--- src/rtl/mm64_pkg.sv ---
package mm64_pkg;

    localparam int WORD_W    = 64;
    localparam int NBYTES_W  = 4;
    localparam int KLEN_W    = 32;
    localparam int HALF_W    = WORD_W / 2;
    localparam int BYTES_PER_WORD = WORD_W / 8;

    localparam logic [WORD_W-1:0] MIX_MUL    = 64'hc6a4a7935bd1e995;
    localparam int                MIX_SHIFT  = 47;
    localparam logic [WORD_W-1:0] SEED_RESET = 64'd5381;

    localparam int PADDR_W   = 4;
    localparam int PDATA_W   = 64;
    localparam int REG_IDX_W = PADDR_W - 3;
    localparam logic [REG_IDX_W-1:0] REG_HASH_SEED = 1'b0;

    typedef enum logic [2:0] {
        S_IDLE,
        S_LEN,
        S_KEY1,
        S_KEY2,
        S_HASH,
        S_FIN,
        S_OUT
    } t_state;

    typedef struct packed {
        logic              start;
        logic [WORD_W-1:0] operand;
    } t_mul_req;

    typedef struct packed {
        logic              done;
        logic [WORD_W-1:0] product;
    } t_mul_rsp;

endpackage

--- src/rtl/mm64_if.sv ---
interface mm64_key_if;
    import mm64_pkg::*;

    logic                valid;
    logic                ready;
    logic [WORD_W-1:0]   key_word;
    logic [NBYTES_W-1:0] word_bytes;
    logic [KLEN_W-1:0]   key_length;
    logic                first_word;
    logic                last_word;

    modport source (
        output valid, key_word, word_bytes, key_length, first_word, last_word,
        input  ready
    );
    modport sink (
        input  valid, key_word, word_bytes, key_length, first_word, last_word,
        output ready
    );
endinterface

interface mm64_hash_if;
    import mm64_pkg::*;

    logic              valid;
    logic              ready;
    logic [WORD_W-1:0] hash_value;

    modport source (output valid, hash_value, input ready);
    modport sink (input valid, hash_value, output ready);
endinterface

--- src/rtl/mm64_mul.sv ---
module mm64_mul (
    input  logic                i_clk,
    input  logic                i_rst_n,
    input  mm64_pkg::t_mul_req  i_req,
    output mm64_pkg::t_mul_rsp  o_rsp
);
    import mm64_pkg::*;

    localparam logic [1:0] STEP_LO_LO = 2'd0;
    localparam logic [1:0] STEP_LO_HI = 2'd1;
    localparam logic [1:0] STEP_HI_LO = 2'd2;

    logic              r_busy;
    logic [1:0]        r_step;
    logic [WORD_W-1:0] r_a;
    logic [WORD_W-1:0] r_acc;
    logic              r_done;

    logic [HALF_W-1:0] op_a;
    logic [HALF_W-1:0] op_b;
    logic [WORD_W-1:0] prod;

    // partial products of a * MIX_MUL, low 64 bits only
    always_comb begin
        case (r_step)
            STEP_LO_LO: begin
                op_a = r_a[HALF_W-1:0];
                op_b = MIX_MUL[HALF_W-1:0];
            end
            STEP_LO_HI: begin
                op_a = r_a[HALF_W-1:0];
                op_b = MIX_MUL[WORD_W-1:HALF_W];
            end
            STEP_HI_LO: begin
                op_a = r_a[WORD_W-1:HALF_W];
                op_b = MIX_MUL[HALF_W-1:0];
            end
            default: begin
                op_a = '0;
                op_b = '0;
            end
        endcase
        prod = {{HALF_W{1'b0}}, op_a} * {{HALF_W{1'b0}}, op_b};
    end

    always_ff @(posedge i_clk) begin
        if (!i_rst_n) begin
            r_busy <= 1'b0;
            r_step <= STEP_LO_LO;
            r_done <= 1'b0;
        end else if (i_req.start) begin
            r_busy <= 1'b1;
            r_step <= STEP_LO_LO;
            r_done <= 1'b0;
        end else if (r_busy) begin
            r_step <= r_step + 2'd1;
            if (r_step == STEP_HI_LO) begin
                r_busy <= 1'b0;
                r_done <= 1'b1;
            end
        end else begin
            r_done <= 1'b0;
        end
    end

    always_ff @(posedge i_clk) begin
        if (i_req.start) begin
            r_a <= i_req.operand;
        end else if (r_busy) begin
            if (r_step == STEP_LO_LO) begin
                r_acc <= prod;
            end else begin
                r_acc[WORD_W-1:HALF_W] <= r_acc[WORD_W-1:HALF_W] + prod[HALF_W-1:0];
            end
        end
    end

    assign o_rsp.done    = r_done;
    assign o_rsp.product = r_acc;

endmodule

--- src/rtl/mm64_cfg.sv ---
module mm64_cfg (
    input  logic                          i_clk,
    input  logic                          i_rst_n,
    input  logic                          psel,
    input  logic                          penable,
    input  logic                          pwrite,
    input  logic [mm64_pkg::PADDR_W-1:0]  paddr,
    input  logic [mm64_pkg::PDATA_W-1:0]  pwdata,
    output logic [mm64_pkg::PDATA_W-1:0]  prdata,
    output logic                          pready,
    output logic [mm64_pkg::WORD_W-1:0]   o_seed
);
    import mm64_pkg::*;

    logic [WORD_W-1:0]    r_seed;
    logic [REG_IDX_W-1:0] reg_idx;
    logic                 wr_en;

    assign reg_idx = paddr[PADDR_W-1:3];
    assign wr_en   = psel && penable && pwrite && (reg_idx == REG_HASH_SEED);

    always_ff @(posedge i_clk) begin
        if (!i_rst_n) begin
            r_seed <= SEED_RESET;
        end else if (wr_en) begin
            r_seed <= pwdata;
        end
    end

    always_comb begin
        case (reg_idx)
            REG_HASH_SEED: prdata = r_seed;
            default:       prdata = '0;
        endcase
    end

    assign pready = 1'b1;
    assign o_seed = r_seed;

endmodule

--- src/rtl/mm64_ctrl.sv ---
module mm64_ctrl (
    input  logic                           i_clk,
    input  logic                           i_rst_n,
    input  logic [mm64_pkg::WORD_W-1:0]    i_seed,
    input  logic                           i_valid,
    output logic                           o_ready,
    input  logic [mm64_pkg::WORD_W-1:0]    i_key_word,
    input  logic [mm64_pkg::NBYTES_W-1:0]  i_word_bytes,
    input  logic [mm64_pkg::KLEN_W-1:0]    i_key_length,
    input  logic                           i_first_word,
    input  logic                           i_last_word,
    output logic                           o_out_valid,
    input  logic                           i_out_ready,
    output logic [mm64_pkg::WORD_W-1:0]    o_hash_value,
    output mm64_pkg::t_mul_req             o_mul_req,
    input  mm64_pkg::t_mul_rsp             i_mul_rsp
);
    import mm64_pkg::*;

    localparam logic [NBYTES_W-1:0] FULL_BYTES = NBYTES_W'(BYTES_PER_WORD);

    function automatic logic [WORD_W-1:0] xorshift(input logic [WORD_W-1:0] v);
        return v ^ (v >> MIX_SHIFT);
    endfunction

    t_state              r_state, n_state;
    logic [WORD_W-1:0]   r_hash, n_hash;
    logic [WORD_W-1:0]   r_word, n_word;
    logic [NBYTES_W-1:0] r_nb, n_nb;
    logic                r_last, n_last;
    logic [WORD_W-1:0]   r_res, n_res;
    logic                r_out_valid, n_out_valid;
    logic [WORD_W-1:0]   r_out_hash, n_out_hash;

    logic [NBYTES_W-1:0] in_nb;
    logic [WORD_W-1:0]   in_masked;
    logic [WORD_W-1:0]   cur_word;
    logic [NBYTES_W-1:0] cur_nb;
    logic                cur_last;
    logic                go_tail;
    logic [WORD_W-1:0]   tail_h;
    logic                go_end;
    logic [WORD_W-1:0]   end_h;
    logic [WORD_W-1:0]   fin_res;

    // byte count clamp and masking of bytes beyond the count
    always_comb begin
        in_nb = (i_word_bytes > FULL_BYTES) ? FULL_BYTES : i_word_bytes;
        for (int i = 0; i < BYTES_PER_WORD; i++) begin
            in_masked[8*i +: 8] = (NBYTES_W'(i) < in_nb) ? i_key_word[8*i +: 8] : 8'h00;
        end
    end

    always_ff @(posedge i_clk) begin
        if (!i_rst_n) begin
            r_state     <= S_IDLE;
            r_hash      <= '0;
            r_out_valid <= 1'b0;
        end else begin
            r_state     <= n_state;
            r_hash      <= n_hash;
            r_out_valid <= n_out_valid;
        end
    end

    always_ff @(posedge i_clk) begin
        r_word     <= n_word;
        r_nb       <= n_nb;
        r_last     <= n_last;
        r_res      <= n_res;
        r_out_hash <= n_out_hash;
    end

    always_comb begin
        n_state     = r_state;
        n_hash      = r_hash;
        n_word      = r_word;
        n_nb        = r_nb;
        n_last      = r_last;
        n_res       = r_res;
        n_out_valid = r_out_valid;
        n_out_hash  = r_out_hash;
        o_mul_req   = '0;
        go_tail     = 1'b0;
        tail_h      = r_hash;
        go_end      = 1'b0;
        end_h       = r_hash;
        fin_res     = xorshift(i_mul_rsp.product);

        cur_word = (r_state == S_IDLE) ? in_masked   : r_word;
        cur_nb   = (r_state == S_IDLE) ? in_nb       : r_nb;
        cur_last = (r_state == S_IDLE) ? i_last_word : r_last;

        if (r_out_valid && i_out_ready) begin
            n_out_valid = 1'b0;
        end

        case (r_state)
            S_IDLE: begin
                if (i_valid) begin
                    n_word = in_masked;
                    n_nb   = in_nb;
                    n_last = i_last_word;
                    if (i_first_word) begin
                        n_state           = S_LEN;
                        o_mul_req.start   = 1'b1;
                        o_mul_req.operand = {{(WORD_W-KLEN_W){1'b0}}, i_key_length};
                    end else begin
                        go_tail = 1'b1;
                        tail_h  = r_hash;
                    end
                end
            end
            S_LEN: begin
                if (i_mul_rsp.done) begin
                    go_tail = 1'b1;
                    tail_h  = i_seed ^ i_mul_rsp.product;
                end
            end
            S_KEY1: begin
                if (i_mul_rsp.done) begin
                    n_state           = S_KEY2;
                    o_mul_req.start   = 1'b1;
                    o_mul_req.operand = xorshift(i_mul_rsp.product);
                end
            end
            S_KEY2: begin
                if (i_mul_rsp.done) begin
                    n_state           = S_HASH;
                    o_mul_req.start   = 1'b1;
                    o_mul_req.operand = r_hash ^ i_mul_rsp.product;
                end
            end
            S_HASH: begin
                if (i_mul_rsp.done) begin
                    go_end = 1'b1;
                    end_h  = i_mul_rsp.product;
                end
            end
            S_FIN: begin
                if (i_mul_rsp.done) begin
                    if (!r_out_valid || i_out_ready) begin
                        n_out_valid = 1'b1;
                        n_out_hash  = fin_res;
                        n_state     = S_IDLE;
                    end else begin
                        n_res   = fin_res;
                        n_state = S_OUT;
                    end
                end
            end
            S_OUT: begin
                if (!r_out_valid || i_out_ready) begin
                    n_out_valid = 1'b1;
                    n_out_hash  = r_res;
                    n_state     = S_IDLE;
                end
            end
            default: begin
                n_state = S_IDLE;
            end
        endcase

        // full word mix, tail bytes, or nothing
        if (go_tail) begin
            n_hash = tail_h;
            if (cur_nb == FULL_BYTES) begin
                n_state           = S_KEY1;
                o_mul_req.start   = 1'b1;
                o_mul_req.operand = cur_word;
            end else if (cur_nb != '0) begin
                n_state           = S_HASH;
                o_mul_req.start   = 1'b1;
                o_mul_req.operand = tail_h ^ cur_word;
            end else begin
                go_end = 1'b1;
                end_h  = tail_h;
            end
        end

        if (go_end) begin
            n_hash = end_h;
            if (cur_last) begin
                n_state           = S_FIN;
                o_mul_req.start   = 1'b1;
                o_mul_req.operand = xorshift(end_h);
            end else begin
                n_state = S_IDLE;
            end
        end
    end

    assign o_ready      = (r_state == S_IDLE);
    assign o_out_valid  = r_out_valid;
    assign o_hash_value = r_out_hash;

endmodule

--- src/rtl/murmur64a_key_hash.sv ---
// murmurhash64a key hasher
//
// i_key takes a key as a stream of 64-bit little-endian words; first_word
// starts a new hash seeded with hash_seed xor (key_length * multiplier),
// last_word closes the key and runs the finalizer. o_hash carries one
// 64-bit hash per key, only for the transaction with last_word set.
// hash_seed is written over the apb port at byte address 0; the user must
// write it only while idle, and the block itself does not enforce that.
//
// every 64-bit multiply runs on one shared 32x32 multiplier that hands the
// product back with a done strobe; a transaction holds the input for each
// multiply it needs: 1 for the key length seed (first word), 3 for a full
// word, 1 for a tail, 1 for the finalizer. a word needing none returns
// ready at once; the hash shows in the same cycle that ready returns.
//
// reset clears the running hash, drops o_hash.valid and sets the seed to
// 5381. the finished hash sits in an output register; while the receiver
// stalls the next key words are still taken, and only a second finished
// hash waits inside until the register frees up.
module murmur64a_key_hash (
    input  logic                          i_clk,
    input  logic                          i_rst_n,
    mm64_key_if.sink                      i_key,
    mm64_hash_if.source                   o_hash,
    input  logic                          psel,
    input  logic                          penable,
    input  logic                          pwrite,
    input  logic [mm64_pkg::PADDR_W-1:0]  paddr,
    input  logic [mm64_pkg::PDATA_W-1:0]  pwdata,
    output logic [mm64_pkg::PDATA_W-1:0]  prdata,
    output logic                          pready
);
    import mm64_pkg::*;

    logic [WORD_W-1:0] seed;
    t_mul_req          mul_req;
    t_mul_rsp          mul_rsp;

    mm64_cfg u_cfg (
        .i_clk   (i_clk),
        .i_rst_n (i_rst_n),
        .psel    (psel),
        .penable (penable),
        .pwrite  (pwrite),
        .paddr   (paddr),
        .pwdata  (pwdata),
        .prdata  (prdata),
        .pready  (pready),
        .o_seed  (seed)
    );

    mm64_ctrl u_ctrl (
        .i_clk        (i_clk),
        .i_rst_n      (i_rst_n),
        .i_seed       (seed),
        .i_valid      (i_key.valid),
        .o_ready      (i_key.ready),
        .i_key_word   (i_key.key_word),
        .i_word_bytes (i_key.word_bytes),
        .i_key_length (i_key.key_length),
        .i_first_word (i_key.first_word),
        .i_last_word  (i_key.last_word),
        .o_out_valid  (o_hash.valid),
        .i_out_ready  (o_hash.ready),
        .o_hash_value (o_hash.hash_value),
        .o_mul_req    (mul_req),
        .i_mul_rsp    (mul_rsp)
    );

    mm64_mul u_mul (
        .i_clk   (i_clk),
        .i_rst_n (i_rst_n),
        .i_req   (mul_req),
        .o_rsp   (mul_rsp)
    );

endmodule

--- src/flat_wrapper.sv ---
// flat-port wrapper written by rule: the top's interface ports become plain ports
module murmur64a_key_hash_flat import mm64_pkg::*;
  (i_clk, i_rst_n, psel, penable, pwrite, paddr, pwdata, prdata, pready, i_key_valid, i_key_key_word, i_key_word_bytes, i_key_key_length, i_key_first_word, i_key_last_word, i_key_ready, o_hash_valid, o_hash_hash_value, o_hash_ready);
  mm64_key_if i_key_i ();
  mm64_hash_if o_hash_i ();
  input  logic i_clk;
  input  logic i_rst_n;
  input  logic psel;
  input  logic penable;
  input  logic pwrite;
  input  logic [mm64_pkg::PADDR_W-1:0] paddr;
  input  logic [mm64_pkg::PDATA_W-1:0] pwdata;
  output logic [mm64_pkg::PDATA_W-1:0] prdata;
  output logic pready;
  input wire logic [$bits(i_key_i.valid)-1:0] i_key_valid;
  input wire logic [$bits(i_key_i.key_word)-1:0] i_key_key_word;
  input wire logic [$bits(i_key_i.word_bytes)-1:0] i_key_word_bytes;
  input wire logic [$bits(i_key_i.key_length)-1:0] i_key_key_length;
  input wire logic [$bits(i_key_i.first_word)-1:0] i_key_first_word;
  input wire logic [$bits(i_key_i.last_word)-1:0] i_key_last_word;
  output wire logic [$bits(i_key_i.ready)-1:0] i_key_ready;
  output wire logic [$bits(o_hash_i.valid)-1:0] o_hash_valid;
  output wire logic [$bits(o_hash_i.hash_value)-1:0] o_hash_hash_value;
  input wire logic [$bits(o_hash_i.ready)-1:0] o_hash_ready;
  assign i_key_i.valid = i_key_valid;
  assign i_key_i.key_word = i_key_key_word;
  assign i_key_i.word_bytes = i_key_word_bytes;
  assign i_key_i.key_length = i_key_key_length;
  assign i_key_i.first_word = i_key_first_word;
  assign i_key_i.last_word = i_key_last_word;
  assign i_key_ready = i_key_i.ready;
  assign o_hash_valid = o_hash_i.valid;
  assign o_hash_hash_value = o_hash_i.hash_value;
  assign o_hash_i.ready = o_hash_ready;
  murmur64a_key_hash u_core (.i_clk(i_clk), .i_rst_n(i_rst_n), .i_key(i_key_i), .o_hash(o_hash_i), .psel(psel), .penable(penable), .pwrite(pwrite), .paddr(paddr), .pwdata(pwdata), .prdata(prdata), .pready(pready));
endmodule
--- config.mk ---
export PLATFORM = sky130hd
export DESIGN_NAME = murmur64a_key_hash_flat
export DESIGN_NICKNAME = d
export VERILOG_FILES = /design/src/rtl/mm64_pkg.sv /design/src/rtl/mm64_if.sv /design/src/rtl/mm64_mul.sv /design/src/rtl/mm64_cfg.sv /design/src/rtl/mm64_ctrl.sv /design/src/rtl/murmur64a_key_hash.sv /design/src/flat_wrapper.sv
export SDC_FILE = /design/constraint.sdc
export NUM_CORES = 2
export LEC_CHECK = 0
export BUFFER_PORTS_ARGS = -buffer_cell sky130_fd_sc_hd__buf_2
export CORE_ASPECT_RATIO = 2
export CORE_MARGIN = 4
export CORE_UTILIZATION = 45
export CTS_BUF_LIST = sky130_fd_sc_hd__clkbuf_4 sky130_fd_sc_hd__clkbuf_8
export CTS_CLUSTER_DIAMETER = 100
export DETAILED_ROUTE_END_ITERATION = 16
export PLACE_DENSITY = 0.59
export SETUP_SLACK_MARGIN = 0.3
export SYNTH_ARGS = -nofsm -noshare
export SYNTH_HDL_FRONTEND = slang
export SYNTH_HIERARCHICAL = 1
export SYNTH_SLANG_ARGS = --single-unit
--- constraint.sdc ---
create_clock -name i_clk -period 31 [get_ports i_clk]
set_input_delay 3.1 -clock i_clk [delete_from_list [all_inputs] [get_ports i_clk]]
set_output_delay 3.1 -clock i_clk [all_outputs]
set_load 0.05 [all_outputs]
==> run metrics <==
status finished with violations; failing checks max-capacitance violations, max-slew violations; Tightest Hold Check Type reg -> reg; Post-Syn Nets 6102; Post-CTS Resized 0; CORE AREA between 0.1 and 0.15 mm²; Core Rows around 170; Root Driver clkbuf_8; largest cells by area after synthesis fa_1 26%, edfxtp_1 20%, ha_1 10%; clk_lat worst skew 0.75 ns; Slowest-stage cell, CP o21ai_0; critical path launch point type flop; Synth cell types roughly 90; count of clock tree sinks approximately 460; final worst path period need 12.28 ns; DR WL/cell 31.5 µm; Yosys reg bits roughly 460; Routed Wire Length approximately 210000 µm; top-area cell type share of the netlist area 0.261; Rel. slew slack -0.0168; crit path from u_core/u_mul/r_step[0]$_SDFFE_PP0P_; Worst Path Buf+Inv 9; vias in the first global route about 40000; measured slew at the worst slew-check pin roughly 1.5 ns; commonest cells in the netlist 858 x inv_1, 650 x fa_1, 414 x ha_1; die area ~0.12 mm²; initial drt markers ~2700; H-tree Lvls 2; area leader, netlist fa_1; skew final between 0.03 and 0.04 ns; critical path type reg -> reg; EDFF count, synth between 300 and 400; Post-synth top flop edfxtp_1; Die Ht ~480 µm; WP data required about 31 ns; Initial Util 0.453; Area Growth Syn to Fin 8.70%; RSZ-0062 raised after global routing false; Routed Antenna Nets 0; Die W about 240 µm; Final Slew Violations 2; final setup violating endpoints 0; warnings from Yosys 6; routability cong. 1.02; Avg Cell Area, Syn 10.3 µm²; Clock Tree Buf Depth 3; CP Data Arrival Time ~13 ns; nets roughly 6300; post-CTS setup buffers 0; Peak Freq 81.4 MHz; hold path startpoint u_core/u_cfg/o_seed[44]$_SDFFE_PN0P_; fraction of layout cells with a size suffix above 1 0.119; Max Cap Viol 1; post-route setup TNS 0 ns; global-route wire length before repair 289000 µm; aggregate global routing overflow 0; HPWL Detailed about 170000 µm; Slowest Stage Delay on Critical Path 0.71 ns; Gate Count Post-Synth approximately 4900; io pins between 300 and 400; Global Route Usage Sum 0.353; initial antenna violation count 6; Seq/Total Area, Yosys 0.250; Vias between 30000 and 40000; final hold vios 0; Async S/R FF share, synth 0; most numerous cell in the Yosys netlist inv_1; Num CTS Buffers 59; delay-heaviest family, CP adder cells; CTS tree built; IO Port Bufs between 300 and 400; critical-path maximum fanout 32; endpoint class of the critical path flop; cts hold-fix bufs 0; Final period util 0.396; Pre-antenna DRT Iters 6; via-per-instance ratio ~5.8; largest net degree at the start of global routing between 100 and 150; post-synthesis cell area ~0.050 mm²; reg-to-reg startpoint u_core/u_mul/r_step[0]$_SDFFE_PP0P_; clk slew on worst S/H paths 0.07 ns; DRC Markers 0
area by class of cell:
cell class                      count  area [µm²]
Fill cell                       10400       55800
Timing Repair Buffer              383        2140
Clock inverter                     18         103
Clock buffer                       93        1140
Antenna cell                        3        7.51
Tap cell                         1479        1850
Sequential cell                   461       12500
Multi-Input combinational cell   3313       33200
Inverter                          865        3250
placed cells by master, fill, tap and decap left out, types with 25 or more instances in the layout:
master	instances
a32oi_1	45
buf_2	302
a21o_1	64
mux2_2	76
nand3_1	46
edfxtp_1	325
nor2_1	140
a21oi_1	147
and2_1	105
ha_1	412
buf_4	79
clkbuf_8	71
mux2i_1	167
xnor2_1	136
o22ai_1	42
o21a_1	25
a211oi_1	25
nand2_1	403
inv_1	858
fa_1	650
a22oi_1	63
nor2b_1	89
o21ai_0	148
xor2_1	125
dfxtp_1	135
a221o_1	28
logic make-up (layout without fill, tap and decap cells):
family,Yosys count,count (layout),share of synthesized area
compound gates,789,789,0.109
xor+xnor,263,263,0.0465
fa+ha+maj,1064,1064,0.365
buf+inv,1087,1359,0.0857
flops,461,461,0.250
mux,247,247,0.0518
other cells,1,4,0.0000752
simple gates,949,949,0.0916
metrics by stage:
stage                     utilization  worst slack (ns)  std cells  instance area (µm²)  hold slack, ns
after floorplan                     -             20.98       4861                49800           0.455
after global placement          0.481             19.02       6501                52900           0.468
after detailed placement        0.481             18.99       6501                52900           0.478
after CTS                       0.492             19.01       6612                54200           0.490
after global routing            0.493             18.18       6613                54200           0.526
final                           0.493             18.72       6615                54200           0.490
registers in the layout, summed over array words and instances (netlist names), 2 cells and up:
name,cells
u_core/u_cfg/o_seed,64
u_core/u_ctrl/o_hash_value,64
u_core/u_ctrl/r_hash,64
u_core/u_ctrl/r_nb,4
u_core/u_ctrl/r_res,64
u_core/u_ctrl/r_state,3
u_core/u_ctrl/r_word,64
u_core/u_mul/r_a,64
u_core/u_mul/r_acc,64
u_core/u_mul/r_step,2
tightest hold or removal path, delay by kind of cell, from the launching register on:
family	cells	cell delay, ns
flops	1	0.33
mux	1	0.05
simple gates	1	0.06
worst paths after layout:
| check | to | slack (ns) | depth (start not counted) |
|---|---|---|---|
| worst max-delay path | u_core/u_mul/r_acc[62]$_DFFE_PP_ | 18.72 | 40 |
| worst min-delay path | u_core/u_cfg/o_seed[44]$_SDFFE_PN0P_ | 0.49 | 2 |
| worst max register to register | u_core/u_mul/r_acc[62]$_DFFE_PP_ | 18.72 | 40 |
| worst min register to register | u_core/u_cfg/o_seed[44]$_SDFFE_PN0P_ | 0.49 | 2 |
per-layer routing:
layer | up-vias | track usage | part of all wire
li1 | 16600 | - | -
met4 | 0 | 0.430 | 0.16
met1 | 19000 | 0.312 | 0.29
met2 | 1770 | 0.613 | 0.50
met5 | - | 0.000414 | 0
met3 | 798 | 0.0614 | 0.054
Power is not shown: default switching activity piles up to over one toggle a cycle in this logic, so the estimate is an artifact.
